[src/hdl/ssf_pkg.sv]
// ----------------------------------------------------------------------------
// ssf_pkg
// Shared types and constants for the sunrise / sunset fade controller.
// ----------------------------------------------------------------------------
package ssf_pkg;

    localparam int SECONDS_PER_DAY_DEF = 86400;

    localparam int TPS_W    = 8;   // ticks per second, tick counter
    localparam int SEC_W    = 17;  // second of day
    localparam int LEVEL_W  = 8;   // lamp level
    localparam int MODE_W   = 2;
    localparam int CFG_IDX_W = 2;
    localparam int CFG_DAT_W = 17;

    // register indexes
    localparam logic [CFG_IDX_W-1:0] CFG_TICKS_PER_SECOND = 2'd0;
    localparam logic [CFG_IDX_W-1:0] CFG_WAKEUP_SECOND    = 2'd1;
    localparam logic [CFG_IDX_W-1:0] CFG_WAKE_WINDOW      = 2'd2;
    localparam logic [CFG_IDX_W-1:0] CFG_WINDDOWN_SECOND  = 2'd3;

    // register reset values
    localparam logic [TPS_W-1:0] TPS_RST      = 8'd64;
    localparam logic [SEC_W-1:0] WAKEUP_RST   = 17'd21600;
    localparam logic [SEC_W-1:0] WINDOW_RST   = 17'd500;
    localparam logic [SEC_W-1:0] WINDDOWN_RST = 17'd79200;

    // state reset values
    localparam logic [SEC_W-1:0] DAY_SEC_RST = 17'd79200;

    localparam logic [LEVEL_W-1:0] LEVEL_MAX = 8'd255;
    localparam logic [LEVEL_W-1:0] LEVEL_MIN = 8'd0;

    // mode codes
    localparam logic [MODE_W-1:0] MODE_NIGHT = 2'd0;
    localparam logic [MODE_W-1:0] MODE_WAKE  = 2'd1;
    localparam logic [MODE_W-1:0] MODE_DAY   = 2'd2;
    localparam logic [MODE_W-1:0] MODE_WIND  = 2'd3;

    typedef struct packed {
        logic [SEC_W-1:0] wakeup_second;
        logic [SEC_W-1:0] wake_window;
        logic [SEC_W-1:0] winddown_second;
    } t_sched_cfg;

    typedef struct packed {
        logic             advanced;
        logic [SEC_W-1:0] second;
    } t_time;

    typedef struct packed {
        logic [LEVEL_W-1:0] level;
        logic               lamp_on;
        logic [MODE_W-1:0]  mode;
    } t_light;

endpackage

[src/hdl/ssf_timekeeper.sv]
// ----------------------------------------------------------------------------
// ssf_timekeeper
// Counts slow ticks into seconds and keeps the wrapping second of day.
// ----------------------------------------------------------------------------
module ssf_timekeeper
    import ssf_pkg::*;
#(
    parameter int SECONDS_PER_DAY = SECONDS_PER_DAY_DEF
) (
    input  logic             i_clk,
    input  logic             i_rst_n,
    input  logic             i_step,
    input  logic             i_tick,
    input  logic [TPS_W-1:0] i_ticks_per_second,
    output t_time            o_time
);

    localparam logic [SEC_W:0] DAY_LEN = (SEC_W+1)'(SECONDS_PER_DAY);

    logic [TPS_W-1:0] r_tick_count, n_tick_count;
    logic [SEC_W-1:0] r_day_seconds, n_day_seconds;
    logic [TPS_W:0]   w_cnt;
    logic [SEC_W:0]   w_sec_inc;
    logic             w_adv;

    always_comb begin
        w_cnt        = {1'b0, r_tick_count} + 1'b1;
        w_sec_inc    = {1'b0, r_day_seconds} + 1'b1;
        w_adv        = 1'b0;
        n_tick_count = r_tick_count;
        if (i_tick) begin
            // zero ticks per second falls out as "every tick"
            if (w_cnt >= {1'b0, i_ticks_per_second}) begin
                n_tick_count = '0;
                w_adv        = 1'b1;
            end else begin
                n_tick_count = w_cnt[TPS_W-1:0];
            end
        end
        n_day_seconds = r_day_seconds;
        if (w_adv) begin
            n_day_seconds = (w_sec_inc >= DAY_LEN) ? '0 : w_sec_inc[SEC_W-1:0];
        end
    end

    always_ff @(posedge i_clk) begin
        if (!i_rst_n) begin
            r_tick_count  <= '0;
            r_day_seconds <= DAY_SEC_RST;
        end else if (i_step) begin
            r_tick_count  <= n_tick_count;
            r_day_seconds <= n_day_seconds;
        end
    end

    assign o_time.advanced = w_adv;
    assign o_time.second   = n_day_seconds;

endmodule

[src/hdl/ssf_mode_fsm.sv]
// ----------------------------------------------------------------------------
// ssf_mode_fsm
// Night / wake-up / day / wind-down sequencer with the brightness ramp.
// ----------------------------------------------------------------------------
module ssf_mode_fsm
    import ssf_pkg::*;
(
    input  logic       i_clk,
    input  logic       i_rst_n,
    input  logic       i_step,
    input  t_time      i_time,
    input  t_sched_cfg i_cfg,
    output t_light     o_light
);

    logic [MODE_W-1:0]  r_mode, n_mode;
    logic [LEVEL_W-1:0] r_brightness, n_brightness;
    logic [SEC_W:0]     w_window_end;
    logic               w_in_window;

    // window end taken without wrapping, hence the extra bit
    assign w_window_end = {1'b0, i_cfg.wakeup_second} + {1'b0, i_cfg.wake_window};
    assign w_in_window  = (i_time.second >= i_cfg.wakeup_second) &&
                          ({1'b0, i_time.second} < w_window_end);

    always_comb begin
        n_mode       = r_mode;
        n_brightness = r_brightness;
        case (r_mode)
            MODE_NIGHT: begin
                if (w_in_window) begin
                    n_mode       = MODE_WAKE;
                    n_brightness = LEVEL_MIN;
                end
            end
            MODE_WAKE: begin
                if (i_time.advanced && r_brightness != LEVEL_MAX) begin
                    n_brightness = r_brightness + 1'b1;
                end
                if (n_brightness == LEVEL_MAX) begin
                    n_mode = MODE_DAY;
                end
            end
            MODE_DAY: begin
                if (i_time.second >= i_cfg.winddown_second) begin
                    n_mode       = MODE_WIND;
                    n_brightness = LEVEL_MAX;
                end
            end
            default: begin
                if (i_time.advanced && r_brightness != LEVEL_MIN) begin
                    n_brightness = r_brightness - 1'b1;
                end
                if (n_brightness == LEVEL_MIN) begin
                    n_mode = MODE_NIGHT;
                end
            end
        endcase
    end

    always_ff @(posedge i_clk) begin
        if (!i_rst_n) begin
            r_mode       <= MODE_DAY;
            r_brightness <= LEVEL_MIN;
        end else if (i_step) begin
            r_mode       <= n_mode;
            r_brightness <= n_brightness;
        end
    end

    assign o_light.level   = n_brightness;
    assign o_light.lamp_on = (n_mode == MODE_WAKE) || (n_mode == MODE_WIND);
    assign o_light.mode    = n_mode;

endmodule

[src/hdl/sunrise_sunset_fade_controller.sv]
// ----------------------------------------------------------------------------
// sunrise_sunset_fade_controller
// Time-of-day lamp fader driven by a slow timer tick.
// ----------------------------------------------------------------------------
// Usage:
//   Input channel (i_in_valid / o_in_stall) carries one word per timer event:
//   i_tick = 1 counts a slow tick, 0 only re-evaluates the mode.
//   Output channel (o_out_valid / i_out_stall) returns one word per input
//   word: lamp level, lamp enable, mode and second of day after the update.
//   Config port: i_cfg_we / i_cfg_index / i_cfg_data, write only, to be
//   used while no words are in flight.
// Timing:
//   A word accepted into the input register goes through the update logic
//   into the result register as soon as that register is free or being
//   taken, and o_out_valid then rises. One word per cycle is sustained while
//   i_out_stall is low; the counter/mode update is a single short path, so
//   every such cycle can take a word.
// Reset (synchronous, active low): registers return to defaults, time is
//   79200 s, mode is day, level 0, both pipeline slots empty.
// Stall: a stalled output word holds; the input register keeps taking one
//   more word, after which o_in_stall follows i_out_stall.
// ----------------------------------------------------------------------------
module sunrise_sunset_fade_controller
    import ssf_pkg::*;
#(
    parameter int SECONDS_PER_DAY = SECONDS_PER_DAY_DEF
) (
    input  logic                 i_clk,
    input  logic                 i_rst_n,
    // input words
    input  logic                 i_in_valid,
    output logic                 o_in_stall,
    input  logic                 i_tick,
    // output words
    output logic                 o_out_valid,
    input  logic                 i_out_stall,
    output logic [LEVEL_W-1:0]   o_level,
    output logic                 o_lamp_on,
    output logic [MODE_W-1:0]    o_mode_now,
    output logic [SEC_W-1:0]     o_second_of_day,
    // configuration
    input  logic                 i_cfg_we,
    input  logic [CFG_IDX_W-1:0] i_cfg_index,
    input  logic [CFG_DAT_W-1:0] i_cfg_data
);

    // config registers
    logic [TPS_W-1:0] r_ticks_per_second;
    t_sched_cfg       r_sched;

    // input slot
    logic r_in_valid;
    logic r_in_tick;

    // result slot
    logic               r_out_valid;
    logic [LEVEL_W-1:0] r_level;
    logic               r_lamp_on;
    logic [MODE_W-1:0]  r_mode_now;
    logic [SEC_W-1:0]   r_second;

    logic   w_accept;
    logic   w_move;    // input slot word goes through the update this cycle
    t_time  w_time;
    t_light w_light;

    assign w_move     = r_in_valid && (!r_out_valid || !i_out_stall);
    assign o_in_stall = r_in_valid && !w_move;
    assign w_accept   = i_in_valid && !o_in_stall;

    always_ff @(posedge i_clk) begin
        if (!i_rst_n) begin
            r_ticks_per_second      <= TPS_RST;
            r_sched.wakeup_second   <= WAKEUP_RST;
            r_sched.wake_window     <= WINDOW_RST;
            r_sched.winddown_second <= WINDDOWN_RST;
        end else if (i_cfg_we) begin
            case (i_cfg_index)
                CFG_TICKS_PER_SECOND: r_ticks_per_second      <= i_cfg_data[TPS_W-1:0];
                CFG_WAKEUP_SECOND:    r_sched.wakeup_second   <= i_cfg_data[SEC_W-1:0];
                CFG_WAKE_WINDOW:      r_sched.wake_window     <= i_cfg_data[SEC_W-1:0];
                CFG_WINDDOWN_SECOND:  r_sched.winddown_second <= i_cfg_data[SEC_W-1:0];
                default: ;
            endcase
        end
    end

    // input register
    always_ff @(posedge i_clk) begin
        if (!i_rst_n) begin
            r_in_valid <= 1'b0;
        end else if (w_accept) begin
            r_in_valid <= 1'b1;
        end else if (w_move) begin
            r_in_valid <= 1'b0;
        end
    end

    always_ff @(posedge i_clk) begin
        if (w_accept) begin
            r_in_tick <= i_tick;
        end
    end

    // state advances exactly once per word, when it leaves the input slot
    ssf_timekeeper #(
        .SECONDS_PER_DAY (SECONDS_PER_DAY)
    ) u_time (
        .i_clk              (i_clk),
        .i_rst_n            (i_rst_n),
        .i_step             (w_move),
        .i_tick             (r_in_tick),
        .i_ticks_per_second (r_ticks_per_second),
        .o_time             (w_time)
    );

    ssf_mode_fsm u_mode (
        .i_clk   (i_clk),
        .i_rst_n (i_rst_n),
        .i_step  (w_move),
        .i_time  (w_time),
        .i_cfg   (r_sched),
        .o_light (w_light)
    );

    // result register
    always_ff @(posedge i_clk) begin
        if (!i_rst_n) begin
            r_out_valid <= 1'b0;
        end else if (w_move) begin
            r_out_valid <= 1'b1;
        end else if (!i_out_stall) begin
            r_out_valid <= 1'b0;
        end
    end

    always_ff @(posedge i_clk) begin
        if (w_move) begin
            r_level    <= w_light.level;
            r_lamp_on  <= w_light.lamp_on;
            r_mode_now <= w_light.mode;
            r_second   <= w_time.second;
        end
    end

    assign o_out_valid     = r_out_valid;
    assign o_level         = r_level;
    assign o_lamp_on       = r_lamp_on;
    assign o_mode_now      = r_mode_now;
    assign o_second_of_day = r_second;

endmodule

[config.mk]
export PLATFORM = sky130hd
export DESIGN_NAME = sunrise_sunset_fade_controller
export DESIGN_NICKNAME = d
export VERILOG_FILES = /design/src/hdl/ssf_pkg.sv /design/src/hdl/ssf_timekeeper.sv /design/src/hdl/ssf_mode_fsm.sv /design/src/hdl/sunrise_sunset_fade_controller.sv
export SDC_FILE = /design/constraint.sdc
export NUM_CORES = 1
export LEC_CHECK = 0
export BUFFER_PORTS_ARGS = -buffer_cell sky130_fd_sc_hd__buf_2
export CAP_MARGIN = 10
export CORE_MARGIN = 1.5
export CORE_UTILIZATION = 55
export CTS_CLUSTER_DIAMETER = 30
export DETAILED_ROUTE_END_ITERATION = 10
export PLACE_DENSITY = 0.73
export SYNTH_ARGS = -nofsm -noshare
export SYNTH_HDL_FRONTEND = slang
export SYNTH_SLANG_ARGS = --single-unit
[constraint.sdc]
create_clock -name i_clk -period 12.88 [get_ports i_clk]
set_input_delay 0 -clock i_clk [delete_from_list [all_inputs] [get_ports i_clk]]
set_output_delay 0 -clock i_clk [all_outputs]
set_load 0.005 [all_outputs]
# Yosys cells after proc, flatten, opt, wreduce, memory -nomap -nowiden

Cells that the tools add are included.

Flip-flop bits (word level): 125
Bits in latches: 0
Memory bits (writable): 0
Memory bits (read-only): 0
Input bits: 25
Logic and storage cells: 79
Memories: 0

$add $sub $neg: 5
$mul: 0
Divide/modulo/power cells: 0
Order comparisons: 5
Eq/ne operators: 10
Shift operators: 0
Multiplexer cells: 21
Bitwise operators: 0
Reductions and logical operators: 23

Operators with widths:

| cell                                                                | count |
|---|---|
| 2-to-1 mux 8 bit                                                    | 7 |
| greater-or-equal comparator 17 bit                                  | 2 |
| 2-to-1 mux 17 bit                                                   | 2 |
| one-hot mux 8 bit (3 select lines)                                  | 1 |
| adder 17 x 1 -> 18 bit, second input constant                       | 1 |
| adder 17 x 17 -> 18 bit                                             | 1 |
| greater-or-equal comparator 18 x 17 -> 1 bit, second input constant | 1 |
| < comparator 17 x 18 -> 1 bit                                       | 1 |
| AND reduction 2 bit                                                 | 5 |
| adder 8 x 1 -> 9 bit, second input constant                         | 1 |
| greater-or-equal comparator 9 x 8 -> 1 bit                          | 1 |
| adder 8 x 1 -> 8 bit, second input constant                         | 1 |
| equality test 2 bit, second input constant                          | 4 |
| equality test 8 bit, second input constant                          | 1 |
| zero test 8 bit                                                     | 1 |
| 2-to-1 mux 2 bit                                                    | 4 |
| inequality test 8 bit, second input constant                        | 1 |
| nonzero test 8 bit                                                  | 1 |
| subtractor 8 x 1 -> 8 bit, second input constant                    | 1 |
| equality test 2 x 1 -> 1 bit, second input constant                 | 3 |
| logical AND 1 bit                                                   | 6 |
| 2-to-1 mux 1 bit                                                    | 6 |
| one-hot mux 2 bit (3 select lines)                                  | 1 |
| zero test 1 bit                                                     | 4 |
| 5 further kinds                                                     | 7 |

# Depth between registers and ports, before layout

Depth in word-level cells: 12
Depth in mapped cells: 25
Depth with buffers taken out: 24

# Modules after synthesis

Synthesis repeated with hierarchy kept, for this count alone.

Cell total of the unflattened synthesis: 1005
Area, all modules: 8659.6 um2

Modules (own cells, without submodules):

| module                         | instances | cells an instance | area each (um2) | seq. area each (um2) |
|---|---|---|---|---|
| sunrise_sunset_fade_controller | 1         | 266               | 3259.4          | 2092.0 |
| ssf_mode_fsm                   | 1         | 439               | 3253.1          | 200.2 |
| ssf_timekeeper                 | 1         | 300               | 2147.1          | 500.5 |

# Worst setup path after synthesis

No wires, ideal clock.

Path type: register to register
Start point: register u_time.r_tick_count[0]
End point: register r_lamp_on (netlist: o_lamp_on) (data pin)
Library setup time: 256 ps
Arrival: 5098 ps
Data required time: 12624 ps
Setup slack: 7526 ps
Stages on the path, launching flop included: 26
Period minus slack after synthesis: 5354 ps
Path through: dfxtp_1 ha_1 and3_1 nand3_1 xnor2_1 ha_1 a21o_1 a21oi_1 o21ai_0 a41o_1 nand2_1 clkbuf_1 clkbuf_1 o21ai_0 o31ai_1 ha_1 a21o_1 a21o_1 a21o_1 a21o_1 a21oi_1 o21ai_0 a41o_1 o2bb2ai_1 o21ai_1 a31o_2

RTL lines:

| what                   | line                                  | text |
|---|---|---|
| from (decl)            | ssf_timekeeper.sv:20                  | `logic [TPS_W-1:0] r_tick_count, n_tick_count;` |
| from (signal assigned) | ssf_timekeeper.sv:51                  | `r_tick_count <= n_tick_count;` |
| to (signal assigned)   | sunrise_sunset_fade_controller.sv:140 | `r_lamp_on <= w_light.lamp_on;` |
| to (decl)              | sunrise_sunset_fade_controller.sv:58  | `logic r_lamp_on;` |

==> flow_metrics.py <==
metrics = {
    "drt": {
        "post-route-drc-count": 0,
        "post_drt_via_cell_ratio": 5.969,
        "wl_um": 22370,
        "vias": 7783,
        "drt_iter0_drc": 692,
        "wl_per_cell_um": 17.16,
        "antenna_left": 0,
        "first_pass_iters": 5,
    },
    "yosys": {
        "ys_top_cells_by_count": "nand2_1 (152), nor2_1 (97), dfxtp_1 (96)",
        "synth_top_area_frac": 0.2281,
        "syn_avg_cell_area_um2": 7.955,
        "yosysMostFrequentCell": "nand2_1",
        "synth.yosys.seq_area_share": 0.3315,
        "synthArstFlopShare": 0,
        "netlist_area_um2": 8424,
        "ys_seq_elements": 125,
        "yosys_warnings": 0,
        "synth_cells": 1059,
        "synth_flop_cell": "dfxtp_1",
        "synthesis.nets": 1163,
        "yosysTopAreaCell": "dfxtp_1",
        "ys_types": 71,
        "yosys-top-cells-area": "dfxtp_1 (23%), ha_1 (12%), edfxtp_1 (10%)",
        "synth_edf_count": 29,
    },
    "cells_and_area": {
        "fin_nets": 1207,
        "final_layout_size_suffix_gt1_frac": 0.1013,
        "diodes": 0,
        "post-route-util": 0.6329,
        "syn_to_final_growth_pct": 13.37,
    },
    "setup_path": {
        "start_kind": "flop",
        "crit_end": "o_mode_now[0]$_DFFE_PP_",
        "worstPathArrival_ps": 6970,
        "worstSetupPathType": "flop to flop",
        "regToRegSetupSlack_ps": 6080,
        "end_kind": "flop",
        "worstPathRequired_ps": 13060,
        "critPathMaxFanout": 24,
        "crit_start": "u_time.r_tick_count[0]$_SDFFE_PN0P_",
        "r2r_start": "u_time.r_tick_count[0]$_SDFFE_PN0P_",
        "timing.rr.end": "o_mode_now[0]$_DFFE_PP_",
        "reg2reg_depth": 24,
    },
    "clock_tree": {
        "clock_latency_ps": 430,
        "cts_tree": "done",
        "tritoncts.num_buffers": 17,
        "max-clock-path-buffers": 2,
        "root_buffer": "clkbuf_16",
        "clk_pin_slew_ps": 60,
        "htreeDepth": 4,
        "clkSinkCount": 125,
    },
    "timing": {
        "worst_pin_slew_ps": 1090,
        "finalSetupTns_ps": 0,
        "max_slew_margin": 0.2671,
        "max_freq_mhz": 147.2,
        "finalSetupViolations": 0,
        "fin_crit_sh": 0.5276,
        "fin_worst_skew_ps": 9.771,
        "grt_setup_unrepaired": "false",
        "min_period_ps": 6795,
        "hold_violations": 0,
        "drv_slew": 0,
    },
    "placement": {
        "hpwl_um": 15520,
        "port_buffers": 54,
        "gp_congestion": 0.9302,
    },
    "min_path": {
        "worstHoldStart": "i_cfg_index[1]",
        "hold_class": "input pin to flop",
    },
    "grt": {
        "grt_util_all_layers": 0.2856,
        "grt_pass1_wl_um": 36450,
        "grt_pass1_vias": 7287,
        "grt_max_degree": 55,
        "overflow": 0,
        "antenna_found_initial": 0,
    },
    "floorplan": {
        "io_pins": 55,
        "dieArea_um2": 16070,
        "die_width_um": 126.8,
        "core_um2": 15090,
        "die-height_um": 126.8,
        "start_util": 0.5583,
        "rows": 45,
    },
    "pwr": {
        "peakVddDrop_mv": 0.1291,
        "power_w": 0.001178,
        "p_leak_nw": 4.007,
        "p_per_area_nw_per_um2": 123.3,
    },
    "outcome": {
        "outcome": "completed",
    },
    "run": {
        "drv_cap": 0,
    },
}
flip-flops by register name (all words and copies together), names as in the netlist:
signal / flops
r_in_tick: 1
o_lamp_on: 1
r_sched: 51
o_out_valid: 1
o_second_of_day: 17
r_in_valid: 1
o_mode_now: 2
u_time.r_tick_count: 8
o_level: 8
r_ticks_per_second: 8
u_mode.r_brightness: 8
u_mode.r_mode: 2
u_time.r_day_seconds: 17
worst max-delay path, cell delays in order (launching register included):
cell and delay, ps:
dfxtp_1 410, ha_1 250, and3_1 260, nand3_1 180, xnor2_1 180, ha_1 340
a21o_1 120, a21oi_1 50, o21ai_0 120, a41o_1 150, buf_4 260, nand2_1 450
nor2_1 600, nand2_1 110, o21ai_0 530, ha_1 360, nor2b_1 130, o21ai_0 150
nand2b_1 70, a221oi_1 250, o21ai_0 160, a41o_1 220, o2bb2ai_1 660, o21ai_1 230
a31o_2 290
timing repair:
action | in CTS | in global routing
endpoints found under the hold margin | 63 | 0
hold buffers | 21 | 0
buffers inserted | 0 | 0
gates resized for setup | 0 | 0
area by class of cell:
cell class	instances	area, um^2
Clock inverter	13	136.4
Timing Repair Buffer	81	525.5
Sequential cell	125	2793
Multi-Input combinational cell	811	5156
Fill cell	1354	5539
Clock buffer	19	452.9
Tap cell	188	235.2
Inverter	67	251.5
power breakdown:
part	total, W	switching, W	internal, W
Sequential	0.000455	0.0000269	0.000428
Combinational	0.000241	0.000145	0.0000964
Clock	0.000481	0.000186	0.000295
Total	0.00118	0.000358	0.000820
cells by family after synthesis:
| logic type | count (synthesis) | share of synthesized area |
|---|---|---|
| AOI/OAI and AO/OA | 278 | 0.2174 |
| xor gates and xnor gates | 36 | 0.03743 |
| adders and majority gates | 79 | 0.1182 |
| buffers and inverters | 123 | 0.05644 |
| DFF | 125 | 0.3315 |
| muxes | 5 | 0.005941 |
| and+or+nand+nor | 413 | 0.2330 |
metrics by stage:
stage	worst slack, ps	cells	area [um^2]	hold slack (ps)
floorplan	7526	1059	8424	98.87
global placement	6605	1251	8751	176.8
detailed placement	6334	1251	8751	180.9
CTS	6239	1304	9550	5.390
global route	5641	1304	9550	59.50
finish	6085	1304	9550	20.75
routing by layer:
layer,up-vias,global-route usage,wire (um)
met4,0,0.1070,426
li1,3892,-,-
met5,-,0,0
met2,252,0.4494,9933
met3,33,0.04892,1444
met1,3606,0.3950,10570
worst min path at each step:
| stage | endpoint | slack [ps] | cells after the start |
|---|---|---|---|
| CTS | r_sched[17]$_SDFFE_PN0P_ | 5 | 5 |
| finish | r_sched[17]$_SDFFE_PN0P_ | 20 | 5 |
| global route | r_sched[20]$_SDFFE_PN0P_ | 60 | 5 |
| global placement | r_in_tick$_DFFE_PP_ | 180 | 1 |
| floorplan | r_in_tick$_DFFE_PP_ | 100 | 0 |
| detailed placement | r_in_tick$_DFFE_PP_ | 180 | 1 |
layout by cell type, fill, tap and decap left out, types with 5 or more instances in the layout:
master         count
o31ai_1           11
dfxtp_1           96
or3_1              5
nand3_1           36
and3_1            16
o21ai_0           53
edfxtp_1          29
a31oi_1           12
nor2_1            97
xnor2_1           19
ha_1              78
nand2_1          152
and2_1            12
clkbuf_16         17
inv_1             63
buf_2             54
o211ai_1          18
a211o_1            6
nor3b_1            6
buf_4              6
nor3_1            23
mux2i_1            5
a211oi_1           6
nand3b_1           5
nor2b_1            7
dlygate4sd3_1     21
o311ai_0           5
nand4_1           24
xor2_1            17
a21o_1            23
a21oi_1           89
nand2b_1           9
(Power assumes the default switching activity.)
